--- src/sfb_pkg.sv ---
// ----------------------------------------------------------------------------
// sfb_pkg
// Shared types, framing bytes and the escape function for the frame builder.
// ----------------------------------------------------------------------------
package sfb_pkg;

    localparam logic [7:0] START_BYTE = 8'h3C;  // '<'
    localparam logic [7:0] END_BYTE   = 8'h3E;  // '>'
    localparam logic [7:0] ESC_BYTE   = 8'h3D;  // '='

    localparam int MAX_BYTES = 4;
    localparam int IDX_W     = $clog2(MAX_BYTES);

    // One classified input item: up to four output bytes in send order.
    typedef struct packed {
        logic [MAX_BYTES-1:0][7:0] bytes;
        logic [IDX_W-1:0]          last_idx;
    } sfb_job_t;

    function automatic logic [7:0] sfb_escape(input logic [7:0] b);
        logic [7:0] r;
        r = b;
        if (b == START_BYTE || b == END_BYTE)
        begin
            r = ESC_BYTE;
        end
        return r;
    endfunction

endpackage

--- src/sfb_in_if.sv ---
// ----------------------------------------------------------------------------
// sfb_in_if
// Input channel: one byte with frame start and frame end marks.
// ----------------------------------------------------------------------------
interface sfb_in_if;
    logic       valid;
    logic       ready;
    logic [7:0] data_byte;
    logic       starts_frame;
    logic       ends_frame;

    modport source (output valid, output data_byte, output starts_frame,
                    output ends_frame, input ready);
    modport sink   (input valid, input data_byte, input starts_frame,
                    input ends_frame, output ready);
endinterface

--- src/sfb_out_if.sv ---
// ----------------------------------------------------------------------------
// sfb_out_if
// Output channel: one byte of the framed serial stream.
// ----------------------------------------------------------------------------
interface sfb_out_if;
    logic       valid;
    logic       ready;
    logic [7:0] out_byte;
    logic       run_last;

    modport source (output valid, output out_byte, output run_last, input ready);
    modport sink   (input valid, input out_byte, input run_last, output ready);
endinterface

--- src/sfb_front.sv ---
// ----------------------------------------------------------------------------
// sfb_front
// Accepts input items, tracks frame state and checksum, builds byte jobs.
// ----------------------------------------------------------------------------
module sfb_front
    import sfb_pkg::*;
(
    input  logic     clk,
    input  logic     rst_n,
    sfb_in_if.sink   in,
    input  logic     q_full,
    output logic     q_push,
    output sfb_job_t q_job
);

    logic [6:0] running_sum_reg, running_sum_next;
    logic       frame_open_reg, frame_open_next;
    logic       accept;
    logic [7:0] esc;
    logic [6:0] sum_new;
    logic [7:0] chk;

    assign in.ready = !q_full;
    assign accept   = in.valid && in.ready;

    always_comb
    begin
        esc     = sfb_escape(in.data_byte);
        sum_new = in.starts_frame ? in.data_byte[6:0] : running_sum_reg + esc[6:0];
        chk     = sfb_escape({1'b0, sum_new});

        if (in.starts_frame)
        begin
            q_job.bytes[0] = START_BYTE;
            q_job.bytes[1] = in.data_byte;
            q_job.bytes[2] = chk;
            q_job.bytes[3] = END_BYTE;
            q_job.last_idx = in.ends_frame ? IDX_W'(3) : IDX_W'(1);
        end
        else
        begin
            q_job.bytes[0] = esc;
            q_job.bytes[1] = chk;
            q_job.bytes[2] = END_BYTE;
            q_job.bytes[3] = END_BYTE;
            q_job.last_idx = in.ends_frame ? IDX_W'(2) : IDX_W'(0);
        end

        // drop payload when no frame is open
        q_push           = accept && (in.starts_frame || frame_open_reg);
        running_sum_next = running_sum_reg;
        frame_open_next  = frame_open_reg;
        if (q_push)
        begin
            running_sum_next = sum_new;
            frame_open_next  = !in.ends_frame;
        end
    end

    always_ff @(posedge clk or negedge rst_n)
    begin
        if (!rst_n)
        begin
            running_sum_reg <= '0;
            frame_open_reg  <= 1'b0;
        end
        else
        begin
            running_sum_reg <= running_sum_next;
            frame_open_reg  <= frame_open_next;
        end
    end

    a_end_closes: assert property (@(posedge clk) disable iff (!rst_n)
        (q_push && in.ends_frame) |=> !frame_open_reg)
        else $error("frame still open after end item");

endmodule

--- src/sfb_queue.sv ---
// ----------------------------------------------------------------------------
// sfb_queue
// Short job queue between the front and back parts.
// ----------------------------------------------------------------------------
module sfb_queue
    import sfb_pkg::*;
#(
    parameter int DEPTH = 2
)
(
    input  logic     clk,
    input  logic     rst_n,
    input  logic     push,
    input  sfb_job_t push_job,
    output logic     full,
    input  logic     pop,
    output logic     head_valid,
    output sfb_job_t head_job
);

    localparam int PTR_W = (DEPTH > 1) ? $clog2(DEPTH) : 1;
    localparam int CNT_W = $clog2(DEPTH + 1);

    sfb_job_t         store [DEPTH];
    logic [PTR_W-1:0] wr_ptr_reg, rd_ptr_reg;
    logic [CNT_W-1:0] count_reg;

    assign full       = (count_reg == CNT_W'(DEPTH));
    assign head_valid = (count_reg != '0);
    assign head_job   = store[rd_ptr_reg];

    always_ff @(posedge clk)
    begin
        if (push)
        begin
            store[wr_ptr_reg] <= push_job;
        end
    end

    always_ff @(posedge clk or negedge rst_n)
    begin
        if (!rst_n)
        begin
            wr_ptr_reg <= '0;
            rd_ptr_reg <= '0;
            count_reg  <= '0;
        end
        else
        begin
            if (push)
            begin
                wr_ptr_reg <= (wr_ptr_reg == PTR_W'(DEPTH - 1)) ? '0 : wr_ptr_reg + 1'b1;
            end
            if (pop)
            begin
                rd_ptr_reg <= (rd_ptr_reg == PTR_W'(DEPTH - 1)) ? '0 : rd_ptr_reg + 1'b1;
            end
            if (push && !pop)
            begin
                count_reg <= count_reg + 1'b1;
            end
            else if (pop && !push)
            begin
                count_reg <= count_reg - 1'b1;
            end
        end
    end

    a_no_overflow: assert property (@(posedge clk) disable iff (!rst_n)
        !(push && full && !pop))
        else $error("queue push while full");

    a_no_underflow: assert property (@(posedge clk) disable iff (!rst_n)
        pop |-> head_valid)
        else $error("queue pop while empty");

endmodule

--- src/sfb_back.sv ---
// ----------------------------------------------------------------------------
// sfb_back
// Serializes queued jobs to the output, one byte per cycle unless stalled.
// ----------------------------------------------------------------------------
module sfb_back
    import sfb_pkg::*;
(
    input  logic      clk,
    input  logic      rst_n,
    input  logic      head_valid,
    input  sfb_job_t  head_job,
    output logic      pop,
    sfb_out_if.source out
);

    sfb_job_t         job_reg;
    logic [IDX_W-1:0] idx_reg;
    logic             busy_reg;
    logic             out_valid_reg;
    logic [7:0]       out_byte_reg;
    logic             run_last_reg;

    logic             advance;
    logic             have;
    sfb_job_t         cur_job;
    logic [IDX_W-1:0] cur_idx;
    logic             cur_last;

    assign out.valid    = out_valid_reg;
    assign out.out_byte = out_byte_reg;
    assign out.run_last = run_last_reg;

    always_comb
    begin
        advance  = !out_valid_reg || out.ready;
        // take from the running job, else straight from the queue head
        cur_job  = busy_reg ? job_reg : head_job;
        cur_idx  = busy_reg ? idx_reg : '0;
        have     = busy_reg || head_valid;
        cur_last = (cur_idx == cur_job.last_idx);
        pop      = advance && !busy_reg && head_valid;
    end

    always_ff @(posedge clk)
    begin
        if (advance && have)
        begin
            out_byte_reg <= cur_job.bytes[cur_idx];
            run_last_reg <= cur_last;
            job_reg      <= cur_job;
            idx_reg      <= cur_idx + 1'b1;
        end
    end

    always_ff @(posedge clk or negedge rst_n)
    begin
        if (!rst_n)
        begin
            busy_reg      <= 1'b0;
            out_valid_reg <= 1'b0;
        end
        else if (advance)
        begin
            out_valid_reg <= have;
            busy_reg      <= have && !cur_last;
        end
    end

    a_idx_in_job: assert property (@(posedge clk) disable iff (!rst_n)
        busy_reg |-> (idx_reg <= job_reg.last_idx && idx_reg != '0))
        else $error("byte index beyond job length");

endmodule

--- src/serial_frame_builder.sv ---
// ----------------------------------------------------------------------------
// serial_frame_builder
// Byte framing with escape and 7-bit additive checksum.
// ----------------------------------------------------------------------------
// Usage: items enter on the 'in' channel (data_byte, starts_frame,
// ends_frame); framed bytes leave on the 'out' channel (out_byte, run_last),
// both valid/ready, a transaction completing when both are high.
// A start item yields '<' and the opcode; a payload item yields its escaped
// byte; an end mark adds the escaped checksum and '>'. run_last flags the
// final byte of each item. Payload outside a frame is accepted and dropped.
// The first byte of an item passes through the job queue and the output
// byte register before it is valid on the output.
// Throughput: the output emits one byte per cycle while the receiver is
// ready; an item yields 1 to 4 bytes; the back serializer sets this rate.
// Plain payload items sustain one item per cycle while the receiver is ready.
// A queue of QUEUE_DEPTH jobs sits between front and back; when the receiver
// stalls, the output byte holds and input ready drops once the queue fills.
// Reset clears the checksum, closes any frame and empties the queue.
// ----------------------------------------------------------------------------
module serial_frame_builder
    import sfb_pkg::*;
#(
    parameter int QUEUE_DEPTH = 2
)
(
    input  logic      clk,
    input  logic      rst_n,
    sfb_in_if.sink    in,
    sfb_out_if.source out
);

    logic     q_push;
    logic     q_full;
    logic     q_pop;
    logic     q_head_valid;
    sfb_job_t q_push_job;
    sfb_job_t q_head_job;

    sfb_front u_front (
        .clk    (clk),
        .rst_n  (rst_n),
        .in     (in),
        .q_full (q_full),
        .q_push (q_push),
        .q_job  (q_push_job)
    );

    sfb_queue #(
        .DEPTH (QUEUE_DEPTH)
    ) u_queue (
        .clk        (clk),
        .rst_n      (rst_n),
        .push       (q_push),
        .push_job   (q_push_job),
        .full       (q_full),
        .pop        (q_pop),
        .head_valid (q_head_valid),
        .head_job   (q_head_job)
    );

    sfb_back u_back (
        .clk        (clk),
        .rst_n      (rst_n),
        .head_valid (q_head_valid),
        .head_job   (q_head_job),
        .pop        (q_pop),
        .out        (out)
    );

endmodule

--- src/flat_wrapper.sv ---
// flat-port wrapper written by rule: the top's interface ports become plain ports
module serial_frame_builder_flat import sfb_pkg::*;
#(
    parameter int QUEUE_DEPTH = 2
)
  (clk, rst_n, in_valid, in_data_byte, in_starts_frame, in_ends_frame, in_ready, out_valid, out_out_byte, out_run_last, out_ready);
  sfb_in_if in_i ();
  sfb_out_if out_i ();
  input  logic clk;
  input  logic rst_n;
  input wire logic [$bits(in_i.valid)-1:0] in_valid;
  input wire logic [$bits(in_i.data_byte)-1:0] in_data_byte;
  input wire logic [$bits(in_i.starts_frame)-1:0] in_starts_frame;
  input wire logic [$bits(in_i.ends_frame)-1:0] in_ends_frame;
  output wire logic [$bits(in_i.ready)-1:0] in_ready;
  output wire logic [$bits(out_i.valid)-1:0] out_valid;
  output wire logic [$bits(out_i.out_byte)-1:0] out_out_byte;
  output wire logic [$bits(out_i.run_last)-1:0] out_run_last;
  input wire logic [$bits(out_i.ready)-1:0] out_ready;
  assign in_i.valid = in_valid;
  assign in_i.data_byte = in_data_byte;
  assign in_i.starts_frame = in_starts_frame;
  assign in_i.ends_frame = in_ends_frame;
  assign in_ready = in_i.ready;
  assign out_valid = out_i.valid;
  assign out_out_byte = out_i.out_byte;
  assign out_run_last = out_i.run_last;
  assign out_i.ready = out_ready;
  serial_frame_builder #(.QUEUE_DEPTH(QUEUE_DEPTH)) u_core (.clk(clk), .rst_n(rst_n), .in(in_i), .out(out_i));
endmodule
--- config.mk ---
export PLATFORM = sky130hd
export DESIGN_NAME = serial_frame_builder_flat
export DESIGN_NICKNAME = d
export VERILOG_FILES = /design/src/sfb_pkg.sv /design/src/sfb_in_if.sv /design/src/sfb_out_if.sv /design/src/sfb_front.sv /design/src/sfb_queue.sv /design/src/sfb_back.sv /design/src/serial_frame_builder.sv /design/src/flat_wrapper.sv
export SDC_FILE = /design/constraint.sdc
export NUM_CORES = 1
export LEC_CHECK = 0
export BUFFER_PORTS_ARGS = -buffer_cell sky130_fd_sc_hd__buf_2
export CAP_MARGIN = 5
export CORE_MARGIN = 1.5
export CORE_UTILIZATION = 37
export CTS_BUF_LIST = sky130_fd_sc_hd__clkbuf_16
export CTS_CLUSTER_DIAMETER = 200
export DETAILED_ROUTE_END_ITERATION = 8
export GPL_ROUTABILITY_DRIVEN = 0
export PLACE_DENSITY = 0.5
export RECOVER_POWER = 100
export SYNTH_ARGS = -nofsm -noshare
export SYNTH_HDL_FRONTEND = slang
export SYNTH_SLANG_ARGS = --single-unit
export TNS_END_PERCENT = 10
--- constraint.sdc ---
create_clock -name clk -period 8.9 [get_ports clk]
set_clock_uncertainty 0.1 [all_clocks]
set_input_delay 0.89 -clock clk [delete_from_list [all_inputs] [get_ports clk]]
set_output_delay 0.89 -clock clk [all_outputs]
set_load 0.05 [all_outputs]
# Yosys cells after proc, flatten, opt, wreduce, memory -nomap -nowiden
# Memories as Yosys holds them, arrays and structs flattened.
# Cells that the tools add are included.
# Widths: inputs -> output; s select.
[totals] reg_bits=59 mem_bits_rw=52 inputBits=14 output_inout_bits=11 word_cells=67 n_memories=1
[mem_list] memory="u_core.u_queue.store" depth=2 width=26 rd=1 rd_ports_with_merged_regs=0 wr=1 line_no="sfb_queue.sv:24" rtl="sfb_job_t store [DEPTH];"
[op_classes] n_addsub=6 n_lt_le_gt_ge=1 n_eq_ne=6 muxes=16 reduce_logical=22
[ops] operator="$mux 34" n=1
[ops] operator="$mux 26" n=1
[ops] operator="$bmux 8 s2" n=1
[ops] operator="$eq 8x6->1 const B" n=2
[ops] operator="$mux 8" n=2
[ops] operator="$eq 7x6->1 const B" n=2
[ops] operator="$mux 7" n=2
[ops] operator="$mux 2" n=5
[ops] operator="$logic_and 1x1->1" n=8
[ops] operator="$add 7x7->7" n=1
[ops] operator="$logic_not 1->1" n=7
[ops] operator="$logic_or 1x1->1" n=5
[ops] operator="$add 2x1->2 const B" n=2
[ops] operator="$mux 1" n=4
[ops] operator="$reduce_bool 2->1" n=2
[ops] operator="$lt 2x3->1 const B" n=1
[ops] operator="$add 1x1->1 const B" n=2
[ops] operator="$eq 2x2->1" n=1
[ops] operator="$eq 2x2->1 const B" n=1
[ops] operator="$sub 2x1->2 const B" n=1

# Logic depth before layout (Yosys ltp)
[logic_depth] ltp_word=9 depth_mapped=11 ltp_nobuf=11

# Cells and area by module
# From an unflattened synthesis, not the netlist that was laid out.
[hier_totals] cells_unflattened=403 hier_area_um2=6178.4
[by_module_without_submodules] module="sfb_queue" n_inst=1 cells_per_inst=122 area_each_um2=2793.9 seq_area_each_um2=2142.1
[by_module_without_submodules] module="sfb_back" n_inst=1 cells_per_inst=139 area_each_um2=2225.9 seq_area_each_um2=1401.3
[by_module_without_submodules] module="sfb_front" n_inst=1 cells_per_inst=142 area_each_um2=1158.6 seq_area_each_um2=200.2

# Worst setup path before layout
# OpenSTA, ideal clock, no wires.
[synth_timing] kind="register to register" startpoint="register u_core.u_back.busy_reg" endpoint="register u_core.u_back.idx_reg[0] (enable)" setup_time_ps=448 arrival_ps=2867 t_required_ps=8352 setup_slack_ps=5485 path_stages_with_launch=5 path_buffers=2 synth_period_minus_slack_ps=3415 cell_sequence="dfrtp_1 -> clkbuf_1 -> clkbuf_1 -> nor3_1 -> nor2_1"
[synth_between] elab_chain_cells=2
[synth_lines] item="from (decl)" line_no="sfb_back.sv:18" rtl="logic busy_reg;"
[synth_lines] item="from (signal assigned)" line_no="sfb_back.sv:65" rtl="busy_reg <= have && !cur_last;"
[synth_lines] item="$logic_or 1x1->1" line_no="sfb_back.sv:39" rtl="have = busy_reg || head_valid;"
[synth_lines] item="$logic_and 1x1->1" line_no="sfb_back.sv:46" rtl="if (advance && have)"
[synth_lines] item="to (signal assigned)" line_no="sfb_back.sv:51" rtl="idx_reg <= cur_idx + 1'b1;"
[synth_lines] item="to (decl)" line_no="sfb_back.sv:17" rtl="logic [IDX_W-1:0] idx_reg;"
# No other way between the ends.
# A chain may end at the register's enable or synchronous reset.

# Worst setup path in the final report
[layout_timing] startpoint="input port in_starts_frame" endpoint="memory u_core.u_queue.store[1][3] (netlist name) (enable)"
[layout_between] elab_chain_cells=4
[layout_lines] item="from (decl)" line_no="flat_wrapper.sv:13" rtl="input wire logic [$bits(in_i.starts_frame)-1:0] in_starts_frame;"
[layout_lines] item="$logic_or 1x1->1" line_no="sfb_front.sv:50" rtl="q_push = accept && (in.starts_frame || frame_open_reg);"
[layout_lines] item="$logic_and 1x1->1" line_no="sfb_front.sv:50"
[layout_lines] item="via u_core.q_push" line_no="serial_frame_builder.sv:32" rtl="logic q_push;"
[layout_lines] item="$mux 1" line_no="sfb_queue.sv:34" rtl="if (push)"
[layout_lines] item="$mux 1 (not written as such)" line_no="sfb_queue.sv:36" rtl="store[wr_ptr_reg] <= push_job;"
[layout_lines] item="to (decl)" line_no="sfb_queue.sv:24"
# The timed path passes the listed nets, and every way through them passes these cells.

==> flow_summary.ini <==
[critical_path]
critPathArrivalTime_ns = 4.35
critical_path.reg2reg.endpoint = u_core.u_back.busy_reg$_DFFE_PN0N_
crit_end = u_core.u_queue.store[1][3]$_DFFE_PP_
worstRegToRegCells = 5
critical_path.reg2reg.startpoint = u_core.u_back.busy_reg$_DFFE_PN0N_
startpoint_type = primary input
setup.reg_to_reg.worst_slack_ns = 4.96
crit_start = in_starts_frame
required_ns = 8.74
crit_path_max_fanout = 35
worst_setup_path_end_kind = flop
setup.worst_path.class = primary input to flop

[global_routing]
first_global_vias = 2960
grt_first_pass_wirelength_um = 15950
grt_use_total = 0.1468
grt_start_max_net_pins = 64
grt_antenna_before_repair = 0
grt_overflow = 0

[yosys]
synth_commonest_cells = 95 x edfxtp_1, 57 x nand2_1, 34 x mux2i_1, 34 x o21ai_0, 19 x clkbuf_1
yosys.cell_count.top_type = edfxtp_1
netlist_instances = 401
synth_largest_type_area_fraction = 0.5693
syn_nets = 424
synth-seq-cells = 109
synth_seq_area_share = 0.6392
synthTopCellsByArea = edfxtp_1 57%, dfrtp_1 7.0%, mux2i_1 6.8%
synth_ff_type = edfxtp_1
synth_cell_type_count = 43
synthDominantAreaCellType = edfxtp_1
synth_area_per_cell_um2 = 12.50
yosysWarningCount = 0
synth-edff-count = 95
fraction_of_registers_with_async_set_or_reset_after_synthesis = 0.1284
synthesis.area_um2 = 5011

[sta]
final.setup.tns_ns = 0
fmaxAchievable_ghz = 0.2221
slew-limit-headroom = -0.6393
fin_crit_sh = 0.5060
setup_viol = 0
setup_ws_ns = 4.397
timing_worst_slew_pin_value_ns = 2.459
timing_hold_violations_final = 0
final_max_slew_viol_count = 146
whs_ns = 0.3882
setup_repair_after_global_routing_missed_its_margin = false
min_cycle_time_layout_ns = 4.503

[cts]
setup_fix_bufs_post_cts = 0
h_tree_levels = 3
clk_pin_slew_worst_setup_hold_paths_ns = 0.07
clock_sinks = 109
cts_buffers = 9
clock_insertion_delay_worst_skew_ns = 0.35
cts-root-buf = clkbuf_16
cts.path.max_buffers = 2
holdBufCountCts = 0
cts.repair.resized = 0
clock_tree_from_tritoncts = done

[floorplanning]
floorplan.core_area_um2 = 13240
ios = 25
initial_core_util = 0.3784
die_area_um2 = 14250
floorplan.die.height_um = 119.4
die_x_um = 119.4
num_rows = 42

[detailed_routing]
route.detailed.vias_per_inst = 4.990
drt_drc_violations_left = 0
num_vias = 2994
antenna_left = 0
totalWireLength_um = 9786
drt-pass1-iter-count = 4
post_drt_wl_per_cell_um = 16.31
drt_iter0_markers = 248

[power_and_ir_drop]
power.total_mw = 2.015
p_leak_nw = 2.029
vdd_drop_max_mv = 0.1182
power_per_cell_area_nw_per_um2 = 361.8

[place]
pre_cts_slack_ns = 5.098
hpwl_um = 6707
placed_area_um2 = 5313
numPlacedInstances = 584
port_buffer_count = 24

[final_layout]
final-instance-count-excl-fill = 600
post_route_cells_drive_above_1_share = 0.08255
layout.cell_area.non_filler_um2 = 5570
fin_util = 0.4206
antenna_cells = 0
largest_register_ff_count = 50
fin_nets = 442
synthToLayoutAreaGrowth_pct = 11.16

[status]
violated_checks = capacitance limit, slew limit
run_status = finished, violations left

[worst_hold_path]
timing.hold.worst.class = flop to flop
worst_hold_startpoint = u_core.u_front.frame_open_reg$_DFFE_PN0P_

[run]
drv.max_cap_violation_count = 3
-- critical path: stages --
cell and delay (ns):
clkbuf_1 1.08, o211ai_1 0.72, inv_1 0.42, and2_1 0.17, clkbuf_1 1.05
-- power breakdown --
part           internal (mW)  total, mW  switching, mW
registers              0.809      0.895         0.0857
logic                  0.236      0.721          0.486
clock network          0.223      0.399          0.176
total                   1.27       2.02          0.747
-- worst min path at each step --
stage | end | slack, ns | depth (start not counted)
finish | u_core.u_front.frame_open_reg$_DFFE_PN0P_ | 0.39 | 2
global route | u_core.u_front.frame_open_reg$_DFFE_PN0P_ | 0.42 | 2
CTS | u_core.u_queue.rd_ptr_reg$_DFFE_PN0P_ | 0.34 | 1
detailed placement | u_core.u_front.frame_open_reg$_DFFE_PN0P_ | 0.38 | 2
global placement | u_core.u_front.frame_open_reg$_DFFE_PN0P_ | 0.36 | 2
floorplan | u_core.u_front.frame_open_reg$_DFFE_PN0P_ | 0.35 | 2
-- logic make-up after synthesis --
logic type	after synthesis	synth area share
simple gates	131	0.1298
flops	109	0.6392
compound gates	78	0.09838
mux	35	0.07016
buf+inv	29	0.02247
xor+xnor	10	0.01748
fa+ha+maj	9	0.02247
-- routing by layer --
| layer | vias up | track usage | share of wire |
|---|---|---|---|
| li1 | 1515 | - | - |
| met1 | 1415 | 0.2036 | 0.51 |
| met2 | 49 | 0.2215 | 0.44 |
| met3 | 15 | 0.04119 | 0.034 |
| met4 | 0 | 0.05208 | 0.019 |
| met5 | - | 0 | 0 |
-- layout make-up --
type	instances	area, um2
flip-flops and latches	109	3203
clock buffers	11	275.3
repair buffers	29	123.9
multi-input cells	263	1690
inverters	7	26.28
fillers	1306	7672
clock inverters	5	31.28
well taps	176	220.2
-- placed cells by master, fill, tap and decap left out, types with 11 or more instances in the layout --
master,count
a21oi_1,14
clkbuf_1,19
clkbuf_16,11
dfrtp_1,14
edfxtp_1,95
mux2i_1,34
nand2_1,57
nand2b_1,12
nor2_1,12
o21ai_0,34
No activity file was read; power rests on OpenSTA's default activity.
